===== src/ansi_text_terminal_engine_assert.svh =====
// ----------------------------------------------------------------------------
// ANSI text terminal engine - assertion macros
// Concurrent assertion wrappers; they expand to nothing in synthesis builds.
// ----------------------------------------------------------------------------
`ifndef ANSI_TEXT_TERMINAL_ENGINE_ASSERT_SVH
`define ANSI_TEXT_TERMINAL_ENGINE_ASSERT_SVH

`ifndef SYNTHESIS

// same-cycle implication
`define ATTE_ASSERT_SAME(label, clk, rst_n, cond, expr) \
    label: assert property (@(posedge clk) disable iff (!rst_n) (cond) |-> (expr)) \
        else $error("assertion failed");

// next-cycle implication
`define ATTE_ASSERT_NEXT(label, clk, rst_n, cond, expr) \
    label: assert property (@(posedge clk) disable iff (!rst_n) (cond) |=> (expr)) \
        else $error("assertion failed");

`else

`define ATTE_ASSERT_SAME(label, clk, rst_n, cond, expr)
`define ATTE_ASSERT_NEXT(label, clk, rst_n, cond, expr)

`endif

`endif


===== src/atte_pkg.sv =====
// ----------------------------------------------------------------------------
// ANSI text terminal engine - package
// Shared types, character codes and the SGR attribute update function.
// ----------------------------------------------------------------------------
`default_nettype none

package atte_pkg;

    localparam int COL_W  = 8;
    localparam int ROW_W  = 6;
    localparam int CHAR_W = 8;
    localparam int ATTR_W = 8;

    localparam logic [CHAR_W-1:0] CHAR_CR     = 8'h0D;
    localparam logic [CHAR_W-1:0] CHAR_LF     = 8'h0A;
    localparam logic [CHAR_W-1:0] CHAR_ESC    = 8'd27;
    localparam logic [CHAR_W-1:0] CHAR_LBRACK = 8'h5B;
    localparam logic [CHAR_W-1:0] CHAR_M      = 8'h6D;
    localparam logic [CHAR_W-1:0] CHAR_SEMI   = 8'h3B;
    localparam logic [CHAR_W-1:0] CHAR_ZERO   = 8'h30;
    localparam logic [CHAR_W-1:0] CHAR_NINE   = 8'h39;

    localparam logic [ATTR_W-1:0] ATTR_DEFAULT  = 8'h07;
    localparam logic [ATTR_W-1:0] MASK_FG_COLOR = 8'hF8;
    localparam logic [ATTR_W-1:0] MASK_FG       = 8'hF0;
    localparam logic [ATTR_W-1:0] MASK_BG       = 8'h8F;
    localparam logic [ATTR_W-1:0] BIT_BRIGHT    = 8'h08;
    localparam logic [ATTR_W-1:0] BIT_BLINK     = 8'h80;
    localparam logic [ATTR_W-1:0] CLR_BRIGHT    = 8'hF7;
    localparam logic [ATTR_W-1:0] CLR_BLINK     = 8'h7F;
    localparam logic [ATTR_W-1:0] FG_WHITE_HI   = 8'h0F;
    localparam logic [ATTR_W-1:0] FG_WHITE      = 8'h07;

    localparam logic [7:0] SGR_RESET       = 8'd0;
    localparam logic [7:0] SGR_BRIGHT      = 8'd4;
    localparam logic [7:0] SGR_BLINK       = 8'd5;
    localparam logic [7:0] SGR_NO_BRIGHT   = 8'd24;
    localparam logic [7:0] SGR_NO_BLINK    = 8'd25;
    localparam logic [7:0] SGR_FG_FIRST    = 8'd30;
    localparam logic [7:0] SGR_FG_LAST     = 8'd37;
    localparam logic [7:0] SGR_FG_HI       = 8'd38;
    localparam logic [7:0] SGR_FG_DEFAULT  = 8'd39;
    localparam logic [7:0] SGR_BG_FIRST    = 8'd40;
    localparam logic [7:0] SGR_BG_LAST     = 8'd47;
    localparam logic [7:0] SGR_BG_DEFAULT  = 8'd49;

    localparam logic [COL_W-1:0] COLUMNS_RESET = 8'd80;
    localparam logic [ROW_W-1:0] ROWS_RESET    = 6'd25;

    typedef enum logic [1:0] {
        MODE_NORMAL = 2'd0,
        MODE_ESC    = 2'd1,
        MODE_CSI    = 2'd2
    } mode_t;

    typedef struct packed {
        logic [COL_W-1:0] columns;
        logic [ROW_W-1:0] rows;
        logic             columns_wr;
        logic             rows_wr;
        logic [COL_W-1:0] columns_wdata;
        logic [ROW_W-1:0] rows_wdata;
    } cfg_t;

    typedef struct packed {
        logic              write_cell;
        logic [ROW_W-1:0]  cell_row;
        logic [COL_W-1:0]  cell_column;
        logic [CHAR_W-1:0] glyph;
        logic [ATTR_W-1:0] cell_attribute;
        logic              scroll_up;
        logic [ROW_W-1:0]  cursor_row_out;
        logic [COL_W-1:0]  cursor_column_out;
    } result_t;

    function automatic logic [2:0] ansi_to_vga(input logic [2:0] n);
        logic [2:0] v;
        unique case (n)
            3'd0:    v = 3'd0;
            3'd1:    v = 3'd4;
            3'd2:    v = 3'd2;
            3'd3:    v = 3'd6;
            3'd4:    v = 3'd1;
            3'd5:    v = 3'd5;
            3'd6:    v = 3'd3;
            default: v = 3'd7;
        endcase
        return v;
    endfunction

    function automatic logic [ATTR_W-1:0] apply_sgr(input logic [ATTR_W-1:0] a,
                                                    input logic [7:0] code);
        logic [7:0]        fg_idx;
        logic [7:0]        bg_idx;
        logic [ATTR_W-1:0] r;
        fg_idx = code - SGR_FG_FIRST;
        bg_idx = code - SGR_BG_FIRST;
        priority if (code == SGR_RESET)
            r = ATTR_DEFAULT;
        else if (code == SGR_BRIGHT)
            r = a | BIT_BRIGHT;
        else if (code == SGR_BLINK)
            r = a | BIT_BLINK;
        else if (code == SGR_NO_BRIGHT)
            r = a & CLR_BRIGHT;
        else if (code == SGR_NO_BLINK)
            r = a & CLR_BLINK;
        else if (code >= SGR_FG_FIRST && code <= SGR_FG_LAST)
            r = (a & MASK_FG_COLOR) | {5'd0, ansi_to_vga(fg_idx[2:0])};
        else if (code == SGR_FG_HI)
            r = (a & MASK_FG) | FG_WHITE_HI;
        else if (code == SGR_FG_DEFAULT)
            r = (a & MASK_FG) | FG_WHITE;
        else if (code == SGR_BG_FIRST || code == SGR_BG_DEFAULT)
            r = a & MASK_BG;
        else if (code > SGR_BG_FIRST && code <= SGR_BG_LAST)
            r = (a & MASK_BG) | {1'b0, ansi_to_vga(bg_idx[2:0]), 4'd0};
        else
            r = a;
        return r;
    endfunction

endpackage

`default_nettype wire


===== src/atte_cfg.sv =====
// ----------------------------------------------------------------------------
// ANSI text terminal engine - configuration registers
// APB register file holding the screen size; a zero size reads back as one.
// ----------------------------------------------------------------------------
`default_nettype none

module atte_cfg (
    input  wire logic                 clk,
    input  wire logic                 rst_n,
    input  wire logic                 psel,
    input  wire logic                 penable,
    input  wire logic                 pwrite,
    input  wire logic [2:0]           paddr,
    input  wire logic [31:0]          pwdata,
    output logic      [31:0]          prdata,
    output logic                      pready,
    output atte_pkg::cfg_t            cfg
);

    logic [atte_pkg::COL_W-1:0] columns_reg;
    logic [atte_pkg::COL_W-1:0] columns_next;
    logic [atte_pkg::ROW_W-1:0] rows_reg;
    logic [atte_pkg::ROW_W-1:0] rows_next;
    logic                       wr_en;
    logic [atte_pkg::COL_W-1:0] columns_wdata;
    logic [atte_pkg::ROW_W-1:0] rows_wdata;

    assign pready = 1'b1;
    assign wr_en  = psel && penable && pwrite;

    always_comb
    begin
        columns_wdata = pwdata[atte_pkg::COL_W-1:0];
        if (columns_wdata == '0)
            columns_wdata = atte_pkg::COL_W'(1);
        rows_wdata = pwdata[atte_pkg::ROW_W-1:0];
        if (rows_wdata == '0)
            rows_wdata = atte_pkg::ROW_W'(1);
    end

    always_comb
    begin
        columns_next = columns_reg;
        rows_next    = rows_reg;
        if (wr_en && !paddr[2])
            columns_next = columns_wdata;
        if (wr_en && paddr[2])
            rows_next = rows_wdata;
    end

    always_ff @(posedge clk or negedge rst_n)
    begin
        if (!rst_n)
        begin
            columns_reg <= atte_pkg::COLUMNS_RESET;
            rows_reg    <= atte_pkg::ROWS_RESET;
        end
        else
        begin
            columns_reg <= columns_next;
            rows_reg    <= rows_next;
        end
    end

    assign prdata = paddr[2] ? {{(32-atte_pkg::ROW_W){1'b0}}, rows_reg}
                             : {{(32-atte_pkg::COL_W){1'b0}}, columns_reg};

    always_comb
    begin
        cfg.columns       = columns_reg;
        cfg.rows          = rows_reg;
        cfg.columns_wr    = wr_en && !paddr[2];
        cfg.rows_wr       = wr_en && paddr[2];
        cfg.columns_wdata = columns_wdata;
        cfg.rows_wdata    = rows_wdata;
    end

endmodule

`default_nettype wire


===== src/atte_core.sv =====
// ----------------------------------------------------------------------------
// ANSI text terminal engine - parser and cursor core
// Escape parser, attribute and cursor state, and the result register.
// ----------------------------------------------------------------------------
`default_nettype none

module atte_core #(
    parameter int MAX_PARAMS = 16
) (
    input  wire logic                        clk,
    input  wire logic                        rst_n,
    input  wire atte_pkg::cfg_t              cfg,
    input  wire logic                        step,
    input  wire logic [atte_pkg::CHAR_W-1:0] char_in,
    output atte_pkg::result_t                res
);

    localparam int PCW = $clog2(MAX_PARAMS);
    localparam logic [PCW-1:0] COUNT_LAST = PCW'(MAX_PARAMS - 1);

    atte_pkg::mode_t             mode_reg, mode_next;
    logic [atte_pkg::ROW_W-1:0]  row_reg, row_next;
    logic [atte_pkg::COL_W-1:0]  col_reg, col_next;
    logic [atte_pkg::ATTR_W-1:0] cur_attr_reg, cur_attr_next;
    logic [atte_pkg::ATTR_W-1:0] pend_attr_reg, pend_attr_next;
    logic [7:0]                  param_reg, param_next;
    logic [PCW-1:0]              count_reg, count_next;
    atte_pkg::result_t           res_reg, res_next;

    logic        as_normal, csi_enter, csi_commit, csi_digit, csi_sep;
    logic        is_cr, is_lf, is_esc, is_print, is_digit;
    logic [atte_pkg::COL_W:0] col_inc;
    logic [atte_pkg::ROW_W:0] row_inc;
    logic        col_wrap, row_over, next_row, scroll;
    logic [11:0] param_acc;
    logic [atte_pkg::ATTR_W-1:0] sgr_attr;

    assign is_digit = (char_in >= atte_pkg::CHAR_ZERO) && (char_in <= atte_pkg::CHAR_NINE);
    assign is_cr    = char_in == atte_pkg::CHAR_CR;
    assign is_lf    = char_in == atte_pkg::CHAR_LF;
    assign is_esc   = char_in == atte_pkg::CHAR_ESC;

    always_comb
    begin
        as_normal  = 1'b0;
        csi_enter  = 1'b0;
        csi_commit = 1'b0;
        csi_digit  = 1'b0;
        csi_sep    = 1'b0;
        unique case (mode_reg)
            atte_pkg::MODE_ESC:
            begin
                if (char_in == atte_pkg::CHAR_LBRACK)
                    csi_enter = 1'b1;
                else
                    as_normal = 1'b1;
            end
            atte_pkg::MODE_CSI:
            begin
                priority if (char_in == atte_pkg::CHAR_M)
                    csi_commit = 1'b1;
                else if (is_digit)
                    csi_digit = 1'b1;
                else if (char_in == atte_pkg::CHAR_SEMI && count_reg < COUNT_LAST)
                    csi_sep = 1'b1;
                else
                    as_normal = 1'b1;
            end
            default:
                as_normal = 1'b1;
        endcase
    end

    // parse mode next state
    always_comb
    begin
        mode_next = mode_reg;
        if (step)
        begin
            priority if (csi_enter || csi_digit || csi_sep)
                mode_next = atte_pkg::MODE_CSI;
            else if (csi_commit)
                mode_next = atte_pkg::MODE_NORMAL;
            else if (is_esc)
                mode_next = atte_pkg::MODE_ESC;
            else
                mode_next = atte_pkg::MODE_NORMAL;
        end
    end

    assign is_print = as_normal && !is_cr && !is_lf && !is_esc;
    assign col_inc  = {1'b0, col_reg} + 1'b1;
    assign col_wrap = col_inc >= {1'b0, cfg.columns};
    assign next_row = as_normal && (is_lf || (is_print && col_wrap));
    assign row_inc  = {1'b0, row_reg} + 1'b1;
    assign row_over = row_inc >= {1'b0, cfg.rows};
    assign scroll   = next_row && row_over;

    assign param_acc = 12'(param_reg) * 12'd10 + 12'(char_in - atte_pkg::CHAR_ZERO);
    assign sgr_attr  = atte_pkg::apply_sgr(pend_attr_reg, param_reg);

    // cursor, attribute and parameter datapath
    always_comb
    begin
        row_next       = row_reg;
        col_next       = col_reg;
        cur_attr_next  = cur_attr_reg;
        pend_attr_next = pend_attr_reg;
        param_next     = param_reg;
        count_next     = count_reg;
        if (step)
        begin
            if (as_normal && (is_cr || is_lf))
                col_next = '0;
            else if (is_print)
                col_next = col_wrap ? '0 : col_inc[atte_pkg::COL_W-1:0];
            if (next_row)
                row_next = row_over ? cfg.rows - 1'b1 : row_inc[atte_pkg::ROW_W-1:0];
            if (csi_enter)
            begin
                pend_attr_next = cur_attr_reg;
                param_next     = '0;
                count_next     = '0;
            end
            if (csi_commit)
                cur_attr_next = sgr_attr;
            if (csi_digit)
                param_next = (param_acc > 12'd255) ? 8'hFF : param_acc[7:0];
            if (csi_sep)
            begin
                pend_attr_next = sgr_attr;
                param_next     = '0;
                count_next     = count_reg + 1'b1;
            end
        end
        else
        begin
            if (cfg.columns_wr && col_reg >= cfg.columns_wdata)
                col_next = cfg.columns_wdata - 1'b1;
            if (cfg.rows_wr && row_reg >= cfg.rows_wdata)
                row_next = cfg.rows_wdata - 1'b1;
        end
    end

    always_comb
    begin
        res_next = res_reg;
        if (step)
        begin
            res_next.write_cell        = is_print;
            res_next.cell_row          = is_print ? row_reg : '0;
            res_next.cell_column       = is_print ? col_reg : '0;
            res_next.glyph             = is_print ? char_in : '0;
            res_next.cell_attribute    = is_print ? cur_attr_reg : '0;
            res_next.scroll_up         = scroll;
            res_next.cursor_row_out    = row_next;
            res_next.cursor_column_out = col_next;
        end
    end

    always_ff @(posedge clk or negedge rst_n)
    begin
        if (!rst_n)
        begin
            mode_reg      <= atte_pkg::MODE_NORMAL;
            row_reg       <= '0;
            col_reg       <= '0;
            cur_attr_reg  <= atte_pkg::ATTR_DEFAULT;
            pend_attr_reg <= atte_pkg::ATTR_DEFAULT;
            param_reg     <= '0;
            count_reg     <= '0;
        end
        else
        begin
            mode_reg      <= mode_next;
            row_reg       <= row_next;
            col_reg       <= col_next;
            cur_attr_reg  <= cur_attr_next;
            pend_attr_reg <= pend_attr_next;
            param_reg     <= param_next;
            count_reg     <= count_next;
        end
    end

    always_ff @(posedge clk)
    begin
        res_reg <= res_next;
    end

    assign res = res_reg;

endmodule

`default_nettype wire


===== src/ansi_text_terminal_engine.sv =====
// ----------------------------------------------------------------------------
// ANSI text terminal engine - top level
// Character stream in, cell writes out, APB access to the screen size.
// ----------------------------------------------------------------------------
// Usage:
//   Slave stream: one character byte per transaction on s_tdata[7:0].
//   Master stream: one result per character: the cell write flag on
//   m_tuser, cell position, glyph, attribute, scroll request and new cursor
//   position on m_tdata.
//   APB: screen_columns at 0x0, screen_rows at 0x4; write only while the
//   streams are idle. A write that shrinks the screen pulls the cursor in.
//   Pipeline: an accepted character is held in the input register, then the
//   parse stage loads the result register and m_tvalid rises. Throughput: one
//   character per cycle while m_tready is high, set by the single parse stage
//   that updates cursor and attribute state in the same cycle it reads them.
//   Receiver stall: the result register holds, the input register takes one
//   more character, then s_tready drops until m_tready returns.
//   Reset: cursor at 0,0, attribute 0x07, parser in normal mode, screen
//   80 x 25; both streams empty.
// ----------------------------------------------------------------------------
`default_nettype none

`include "ansi_text_terminal_engine_assert.svh"

module ansi_text_terminal_engine #(
    parameter int MAX_PARAMS = 16
) (
    input  wire logic        clk,
    input  wire logic        rst_n,
    // slave stream
    input  wire logic        s_tvalid,
    output logic             s_tready,
    input  wire logic [7:0]  s_tdata,   // [7:0] char_in
    // master stream
    output logic             m_tvalid,
    input  wire logic        m_tready,
    output logic [47:0]      m_tdata,   // [5:0] cell_row, [13:6] cell_column,
                                        // [21:14] glyph, [29:22] cell_attribute,
                                        // [30] scroll_up, [36:31] cursor_row_out,
                                        // [44:37] cursor_column_out, [47:45] zero
    output logic [0:0]       m_tuser,   // [0] write_cell
    // configuration
    input  wire logic        psel,
    input  wire logic        penable,
    input  wire logic        pwrite,
    input  wire logic [2:0]  paddr,
    input  wire logic [31:0] pwdata,
    output logic      [31:0] prdata,
    output logic             pready
);

    atte_pkg::cfg_t    cfg;
    atte_pkg::result_t res;

    logic                          in_valid_reg, in_valid_next;
    logic [atte_pkg::CHAR_W-1:0]   char_reg;
    logic                          out_valid_reg, out_valid_next;
    logic                          advance;
    logic                          step;
    logic                          s_fire;

    atte_cfg u_cfg (
        .clk     (clk),
        .rst_n   (rst_n),
        .psel    (psel),
        .penable (penable),
        .pwrite  (pwrite),
        .paddr   (paddr),
        .pwdata  (pwdata),
        .prdata  (prdata),
        .pready  (pready),
        .cfg     (cfg)
    );

    atte_core #(
        .MAX_PARAMS (MAX_PARAMS)
    ) u_core (
        .clk     (clk),
        .rst_n   (rst_n),
        .cfg     (cfg),
        .step    (step),
        .char_in (char_reg),
        .res     (res)
    );

    assign advance  = !out_valid_reg || m_tready;
    assign step     = in_valid_reg && advance;
    assign s_tready = !in_valid_reg || advance;
    assign s_fire   = s_tvalid && s_tready;

    always_comb
    begin
        in_valid_next = in_valid_reg;
        if (s_fire)
            in_valid_next = 1'b1;
        else if (step)
            in_valid_next = 1'b0;
        out_valid_next = out_valid_reg;
        if (step)
            out_valid_next = 1'b1;
        else if (m_tready)
            out_valid_next = 1'b0;
    end

    always_ff @(posedge clk or negedge rst_n)
    begin
        if (!rst_n)
        begin
            in_valid_reg  <= 1'b0;
            out_valid_reg <= 1'b0;
        end
        else
        begin
            in_valid_reg  <= in_valid_next;
            out_valid_reg <= out_valid_next;
        end
    end

    always_ff @(posedge clk)
    begin
        if (s_fire)
            char_reg <= s_tdata;
    end

    assign m_tvalid = out_valid_reg;
    assign m_tuser  = res.write_cell;
    assign m_tdata  = {3'b000, res.cursor_column_out, res.cursor_row_out, res.scroll_up,
                       res.cell_attribute, res.glyph, res.cell_column, res.cell_row};

    `ATTE_ASSERT_NEXT(a_in_captured, clk, rst_n, s_fire, in_valid_reg)
    `ATTE_ASSERT_NEXT(a_step_gives_result, clk, rst_n, step, out_valid_reg)
    `ATTE_ASSERT_NEXT(a_in_held_on_stall, clk, rst_n, in_valid_reg && !advance, in_valid_reg)
    `ATTE_ASSERT_SAME(a_no_write_zero, clk, rst_n, out_valid_reg && !res.write_cell, m_tdata[29:0] == 30'd0)

endmodule

`default_nettype wire

===== config.mk =====
export PLATFORM = sky130hd
export DESIGN_NAME = ansi_text_terminal_engine
export DESIGN_NICKNAME = d
export VERILOG_FILES = /design/src/atte_pkg.sv /design/src/atte_cfg.sv /design/src/atte_core.sv /design/src/ansi_text_terminal_engine.sv
export VERILOG_INCLUDE_DIRS = /design/src /design/src/src
export SDC_FILE = /design/constraint.sdc
export NUM_CORES = 1
export LEC_CHECK = 0
export ABC_CLOCK_PERIOD_IN_PS = 3370
export BUFFER_PORTS_ARGS = -buffer_cell sky130_fd_sc_hd__buf_2
export CAP_MARGIN = 20
export CORE_ASPECT_RATIO = 1.2
export CORE_MARGIN = 2
export CORE_UTILIZATION = 52
export DETAILED_ROUTE_END_ITERATION = 10
export GPL_TIMING_DRIVEN = 0
export HOLD_SLACK_MARGIN = 0.08
export PLACE_DENSITY = 0.87
export RECOVER_POWER = 100
export SLEW_MARGIN = 10
export SYNTH_ARGS = -nofsm -noshare
export SYNTH_HDL_FRONTEND = slang
export SYNTH_HIERARCHICAL = 1
export SYNTH_SLANG_ARGS = --single-unit
export TNS_END_PERCENT = 30

===== constraint.sdc =====
create_clock -name clk -period 3.37 [get_ports clk]
set_input_delay 0.5055 -clock clk [delete_from_list [all_inputs] [get_ports clk]]
set_output_delay 0.5055 -clock clk [all_outputs]
set_load 0.02 [all_outputs]

==> impl_metrics.env, run 1 <==
export IMPL_outcome="finished, violations left"
export IMPL_violations="max-capacitance violations, max-slew violations, negative setup slack"
export IMPL_hold_depth=1
export IMPL_multi_input_area_mm2=0.004179
export IMPL_synth_main_ff_cell="edfxtp_1"
export IMPL_grt_pass1_vias=6135
export IMPL_cp_start_kind="register"
export IMPL_avgSynthCellArea_um2=9.995
export IMPL_fin_crit_sh_pct=103.6
export IMPL_fin_skew_ps=11.03
export IMPL_register_area_mm2=0.003139
export IMPL_cts_tree="built"
export IMPL_p_total_mw=7.319
export IMPL_clkTransAtPathRegs_ps=50
export IMPL_layout_drive_gt1_share_pct=18.50
export IMPL_largest_reg_flops=46
export IMPL_grt_ovfl_total=0
export IMPL_powerDensity_mw_per_mm2=808.9
export IMPL_irDropWorstVdd_mv=0.5825
export IMPL_instances_no_fill=1094
export IMPL_core_area_mm2=0.01441
export IMPL_drt_wl_total_um=18450
export IMPL_required_ps=3660
export IMPL_rows=48
export IMPL_first_pass_iters=5
export IMPL_wire_per_inst_um=16.86
export IMPL_ff2ff_path_depth=15
export IMPL_hold_ws_ps=270.0
export IMPL_dr_total_vias=6358
export IMPL_num_antenna_cells=0
export IMPL_arrival_ps=3780
export IMPL_die_y_um=137.1
export IMPL_hold_violations=0
export IMPL_route_detailed_drc=0
export IMPL_antenna_left=0
export IMPL_end_kind="register"
export IMPL_antenna_found_initial=0
export IMPL_synth_edf_count=54
export IMPL_hp_class="input port to register"
export IMPL_worstSkewPairLatency_ps=420
export IMPL_synth_seq_cells=114
export IMPL_grt_max_degree=61
export IMPL_synth_top_area_share_pct=21.12
export IMPL_drt_iter0_drc=555
export IMPL_die_width_um=114.9
export IMPL_clk_path_buf_depth=2
export IMPL_start_util_pct=53.26
export IMPL_nFillCells=1161
export IMPL_final_area_mm2=0.009049
export IMPL_track_usage_pct=23.81
export IMPL_numCtsBuffers=17
export IMPL_gp_congestion=0.9063
export IMPL_rsz0062_at_grt="yes"
export IMPL_grt_pass1_wl_um=29400
export IMPL_clock_sinks=114
export IMPL_h_tree_depth=4
export IMPL_drv_cap=1
export IMPL_maxSlewViolCount=61
export IMPL_numPortBuffers=78
export IMPL_final_setup_viol_count=8
export IMPL_io_pins=134
export IMPL_dp_slack_ps=-388.4
export IMPL_yosys_area_top_type="edfxtp_1"
export IMPL_slew_limit_headroom_pct=-5.487
export IMPL_placedCellCount=1047
export IMPL_synth_area_mm2=0.007676
export IMPL_min_period_ps=3492
export IMPL_worst_pin_slew_ps=1582
export IMPL_final_net_count=1021
export IMPL_place_area_mm2=0.008464
export IMPL_critical_path_max_fanout=8
export IMPL_setup_worst_path_class="register to register"
export IMPL_ys_seq_area_share_pct=40.86
export IMPL_synth_area_leaders="edfxtp_1, dfrtp_1, ha_1"
export IMPL_hpwl_um=13000
export IMPL_die_area_mm2=0.01575
export IMPL_area_delta_synth_final_pct=17.88
export IMPL_fmax_ghz=0.2864
export IMPL_worst_slack_ps=-122.0
export IMPL_async_flop_share_pct=52.63
export IMPL_synthCells=768
export IMPL_synth_distinct_cells=84
export IMPL_cellLeakagePower_nw=4.004
export IMPL_yosysWarningCount=6
export IMPL_viasPerCell=5.812
export IMPL_clockRootBuffer="clkbuf_16"
==> stage by stage <==
step / TNS, ps / util (%)
floorplan: -53.40 / -
global placement: -20720 / 58.56
detailed placement: -3035 / 58.72
CTS: -645.7 / 63.32
global route: -3286 / 62.78
finish: -903.6 / 62.78
==> final timing paths <==
check / from / to / slack (ps)
max: u_core/param_reg[4] / u_core/param_reg[5] / -120
min: s_tdata[2] / char_reg[2] / 270
max reg2reg: u_core/param_reg[4] / u_core/param_reg[5] / -120
min reg2reg: u_cfg/columns_reg[6] / u_cfg/columns_reg[6] / 470
max in group asynchronous: rst_n / u_core/param_reg[5] / 1830
min in group asynchronous: rst_n / u_core/col_reg[7] / 500
==> power by group <==
part,leakage (nW),total [mW],internal (mW),switching (mW)
logic,2.50,3.62,1.57,2.05
clock network,0.250,1.54,0.964,0.581
registers,1.26,2.15,1.83,0.327
==> critical path: stages, from the launching register on <==
cell	delay, ps
dfrtp_1	410
ha_4	270
buf_6	120
fa_2	400
a21oi_2	130
nor2_1	60
nor2_2	130
xnor2_1	100
ha_2	200
or3_1	380
o31a_1	310
or3_4	360
nand3_2	80
nor3b_4	180
buf_6	150
a21oi_1	70
==> cell usage after synthesis (17+ instances only) <==
library cell  instances
xnor2_1              21
nor2_1               33
inv_1                51
ha_1                 63
buf_4                29
clkbuf_1             23
edfxtp_1             54
mux2_2               17
nand3_1              22
dfrtp_1              49
and2_1               31
o21ai_0              27
a21oi_1              45
nor3_1               23
nand2_1              63
mux2i_1              17
==> final cells by class <==
| cell class | count | area share (%) |
|---|---|---|
| Clock inverter | 7 | 0.3872 |
| Sequential cell | 114 | 34.69 |
| Inverter | 53 | 2.212 |
| Tap cell | 175 | 2.420 |
| Buffer | 61 | 3.761 |
| Clock buffer | 25 | 5.254 |
| Multi-Input combinational cell | 565 | 46.18 |
| Timing Repair Buffer | 94 | 5.088 |
==> logic make-up after synthesis <==
logic type	count (synthesis)	synth area share [%]
AO/OA/AOI/OAI	165	15.13
XOR/XNOR	36	4.108
adder cells (fa/ha/maj)	65	10.79
buffers and inverters	114	7.286
flip-flops	114	40.86
multiplexers	36	5.053
other	3	0.1467
AND/OR/NAND/NOR	235	16.63
==> metal layers <==
layer  track usage, %  routed length, um  vias to the layer above
li1                 -                  -                     2989
met1            28.14               7317                     3049
met2            40.69               9279                      265
met3            4.960               1121                       55
met4            12.32                731                        0
met5                0                  0                        -
==> placed cells by master, fill, tap and decap left out, types with 4 or more instances in the layout <==
cell,instances
clkbuf_1,92
nand2_1,63
edfxtp_1,54
ha_1,52
inv_1,51
dfrtp_1,47
buf_4,42
a21oi_1,42
nor2_1,32
conb_1,28
o21ai_0,26
buf_2,23
nor3_1,23
nand3_1,21
xnor2_1,20
and2_0,19
clkbuf_16,17
mux2_2,17
mux2i_1,17
xor2_1,15
and2_1,15
and3_1,13
nand2b_1,11
dfstp_2,11
a21o_1,10
a31oi_1,8
nand4_1,7
a22o_1,7
ha_4,7
a22oi_1,6
o22ai_1,6
a211oi_1,5
o31ai_1,5
clkinv_2,4
o211ai_1,4
nor2b_1,4
a21oi_2,4
ha_2,4
==> timing repair <==
action | CTS | global route
endpoints found under the setup margin | 9 | 27
hold endpoints to repair | 0 | 0
hold buffers | 0 | 0
gates resized for setup | 14 | 11
pin swaps | 19 | 5
buffers inserted | 12 | 3
(Power assumes the default switching activity.)
==> run 2: changes to the inputs <==
--- a/config.mk
+++ b/config.mk
@@ -8,14 +8,14 @@
 export LEC_CHECK = 0
 export ABC_CLOCK_PERIOD_IN_PS = 3370
 export BUFFER_PORTS_ARGS = -buffer_cell sky130_fd_sc_hd__buf_2
-export CAP_MARGIN = 20
+export CAP_MARGIN = 10
 export CORE_ASPECT_RATIO = 1.2
 export CORE_MARGIN = 2
-export CORE_UTILIZATION = 52
+export CORE_UTILIZATION = 50
 export DETAILED_ROUTE_END_ITERATION = 10
 export GPL_TIMING_DRIVEN = 0
 export HOLD_SLACK_MARGIN = 0.08
-export PLACE_DENSITY = 0.87
+export PLACE_DENSITY = 0.84
 export RECOVER_POWER = 100
 export SLEW_MARGIN = 10
 export SYNTH_ARGS = -nofsm -noshare
==> run 2 against run 1 <==
Compared with the run above: the flow still finishes with violations (max-capacitance violations, max-slew violations, negative setup slack); sequential share of layout area decreased by 0.26 points; sequential power about the same; non-clock buffer count decreased by 8; clock skew decreased by 4.0 ps; power increased by 3.0%; critical path type unchanged; largest cell class unchanged; highest routed layer unchanged.
==> impl_metrics.env, run 2 (synthesized netlist as in run 1, its figures left out) <==
export IMPL_outcome="finished, violations left"
export IMPL_violations="max-capacitance violations, max-slew violations, negative setup slack"
export IMPL_wire_per_inst_um=16.66
export IMPL_min_period_ps=3528
export IMPL_hp_class="input port to register"
export IMPL_clkTransAtPathRegs_ps=50
export IMPL_cts_tree="built"
export IMPL_dr_total_vias=6318
export IMPL_final_common_cell="clkbuf_1"
export IMPL_start_util_pct=51.10
export IMPL_worst_slack_ps=-158.0
export IMPL_core_area_mm2=0.01502
export IMPL_grt_max_degree=61
export IMPL_arrival_ps=3820
export IMPL_die_width_um=117.1
export IMPL_hpwl_um=13200
export IMPL_placedCellCount=1076
export IMPL_clock_sinks=114
export IMPL_die_y_um=139.7
export IMPL_antenna_found_initial=0
export IMPL_critical_path_max_fanout=8
export IMPL_grt_ovfl_total=0
export IMPL_required_ps=3670
export IMPL_final_cell_mix="clkbuf_1, nand2_1, ha_1"
export IMPL_h_tree_depth=4
export IMPL_powerDensity_mw_per_mm2=826.7
export IMPL_num_antenna_cells=0
export IMPL_p_total_mw=7.539
export IMPL_grt_pass1_wl_um=29700
export IMPL_worst_pin_slew_ps=1545
export IMPL_drv_cap=1
export IMPL_rows=49
export IMPL_hold_violations=0
export IMPL_irDropWorstVdd_mv=0.5775
export IMPL_area_delta_synth_final_pct=18.81
export IMPL_fin_crit_sh_pct=104.7
export IMPL_end_kind="register"
export IMPL_grt_pass1_vias=6136
export IMPL_slew_limit_headroom_pct=-3.026
export IMPL_nFillCells=1252
export IMPL_fmax_ghz=0.2835
export IMPL_instances_no_fill=1115
export IMPL_setup_worst_path_class="register to register"
export IMPL_track_usage_pct=23.22
export IMPL_worstSkewPairLatency_ps=420
export IMPL_maxSlewViolCount=61
export IMPL_final_util_pct=60.72
export IMPL_drt_iter0_drc=526
export IMPL_first_pass_iters=8
export IMPL_hold_ws_ps=260.5
export IMPL_drt_wl_total_um=18580
export IMPL_final_setup_viol_count=8
export IMPL_cellLeakagePower_nw=4.020
export IMPL_fin_skew_ps=7.025
export IMPL_antenna_left=0
export IMPL_numPortBuffers=78
export IMPL_rsz0062_at_grt="yes"
export IMPL_final_net_count=1013
export IMPL_numCtsBuffers=17
export IMPL_largest_reg_flops=46
export IMPL_layout_drive_gt1_share_pct=18.88
export IMPL_cp_start_kind="register"
export IMPL_clk_path_buf_depth=2
export IMPL_route_detailed_drc=0
export IMPL_io_pins=134
export IMPL_clockRootBuffer="clkbuf_16"
export IMPL_die_area_mm2=0.01636
export IMPL_viasPerCell=5.666
export IMPL_gp_congestion=0.9140
-- run 2: power by group --
group / internal (mW) / total (mW) / switching (mW) / leakage (nW)
logic: 1.53 / 3.55 / 2.03 / 2.46
registers: 1.83 / 2.15 / 0.328 / 1.26
clock network: 1.21 / 1.83 / 0.622 / 0.300
total: 4.56 / 7.54 / 2.98 / 4.02
-- run 2: critical path: stages (launching register included) --
cell      delay [ps]
dfrtp_1          410
buf_4            160
ha_1             280
ha_1             320
inv_1             70
o21bai_1         220
a21oi_2          100
xnor2_1          150
ha_2             190
or3_1            370
o31a_1           280
or3_4            370
nand3_2           80
nor3b_4          190
buf_6            160
a21oi_1           70
-- run 2: final timing paths --
path                                         to  slack [ps]  cells past startpoint            startpoint
max reg2reg                 u_core/param_reg[4]        -160                     15   u_core/param_reg[4]
min                                 char_reg[2]         260                      1            s_tdata[2]
min in group asynchronous     u_core/row_reg[4]         460                      1                 rst_n
min reg2reg                u_cfg/columns_reg[4]         470                      2  u_cfg/columns_reg[4]
max in group asynchronous   u_core/param_reg[1]        1870                      1                 rst_n
max                         u_core/param_reg[4]        -160                     15   u_core/param_reg[4]
-- run 2: repair_timing --
action                     CTS  global route
setup endpoints to repair    8            34
pin swaps                   17             7
resized for setup           12            19
setup buffers                6             1
hold buffers                 0             0
-- run 2: layout make-up --
| type | count | area [um^2] | area share, % |
|---|---|---|---|
| clock inverters | 11 | 135.1 | 1.482 |
| multi-input cells | 565 | 4179 | 45.82 |
| inverters | 53 | 200.2 | 2.195 |
| clock buffers | 21 | 470.5 | 5.158 |
| plain buffers | 61 | 342.8 | 3.759 |
| well taps | 204 | 255.2 | 2.799 |
| repair buffers | 86 | 396.6 | 4.349 |
| flip-flops and latches | 114 | 3141 | 34.44 |
-- run 2: routing by layer --
metal | up-vias | global-route usage (%) | wire, um
met3 | 62 | 5.270 | 990
met1 | 3029 | 28.17 | 7612
met4 | 0 | 11.70 | 705
met5 | - | 0 | 0
li1 | 2968 | - | -
met2 | 259 | 38.27 | 9271
-- run 2: metrics by stage --
stage               TNS (ps)  setup WS (ps)  instance area [um^2]
CTS                   -447.4         -65.73                  9209
global placement      -20520         -728.9                  8477
detailed placement     -3155         -416.9                  8501
finish                 -1169         -158.0                  9120
global route           -4507         -278.3                  9120
floorplan             -53.40         -7.899                  7831
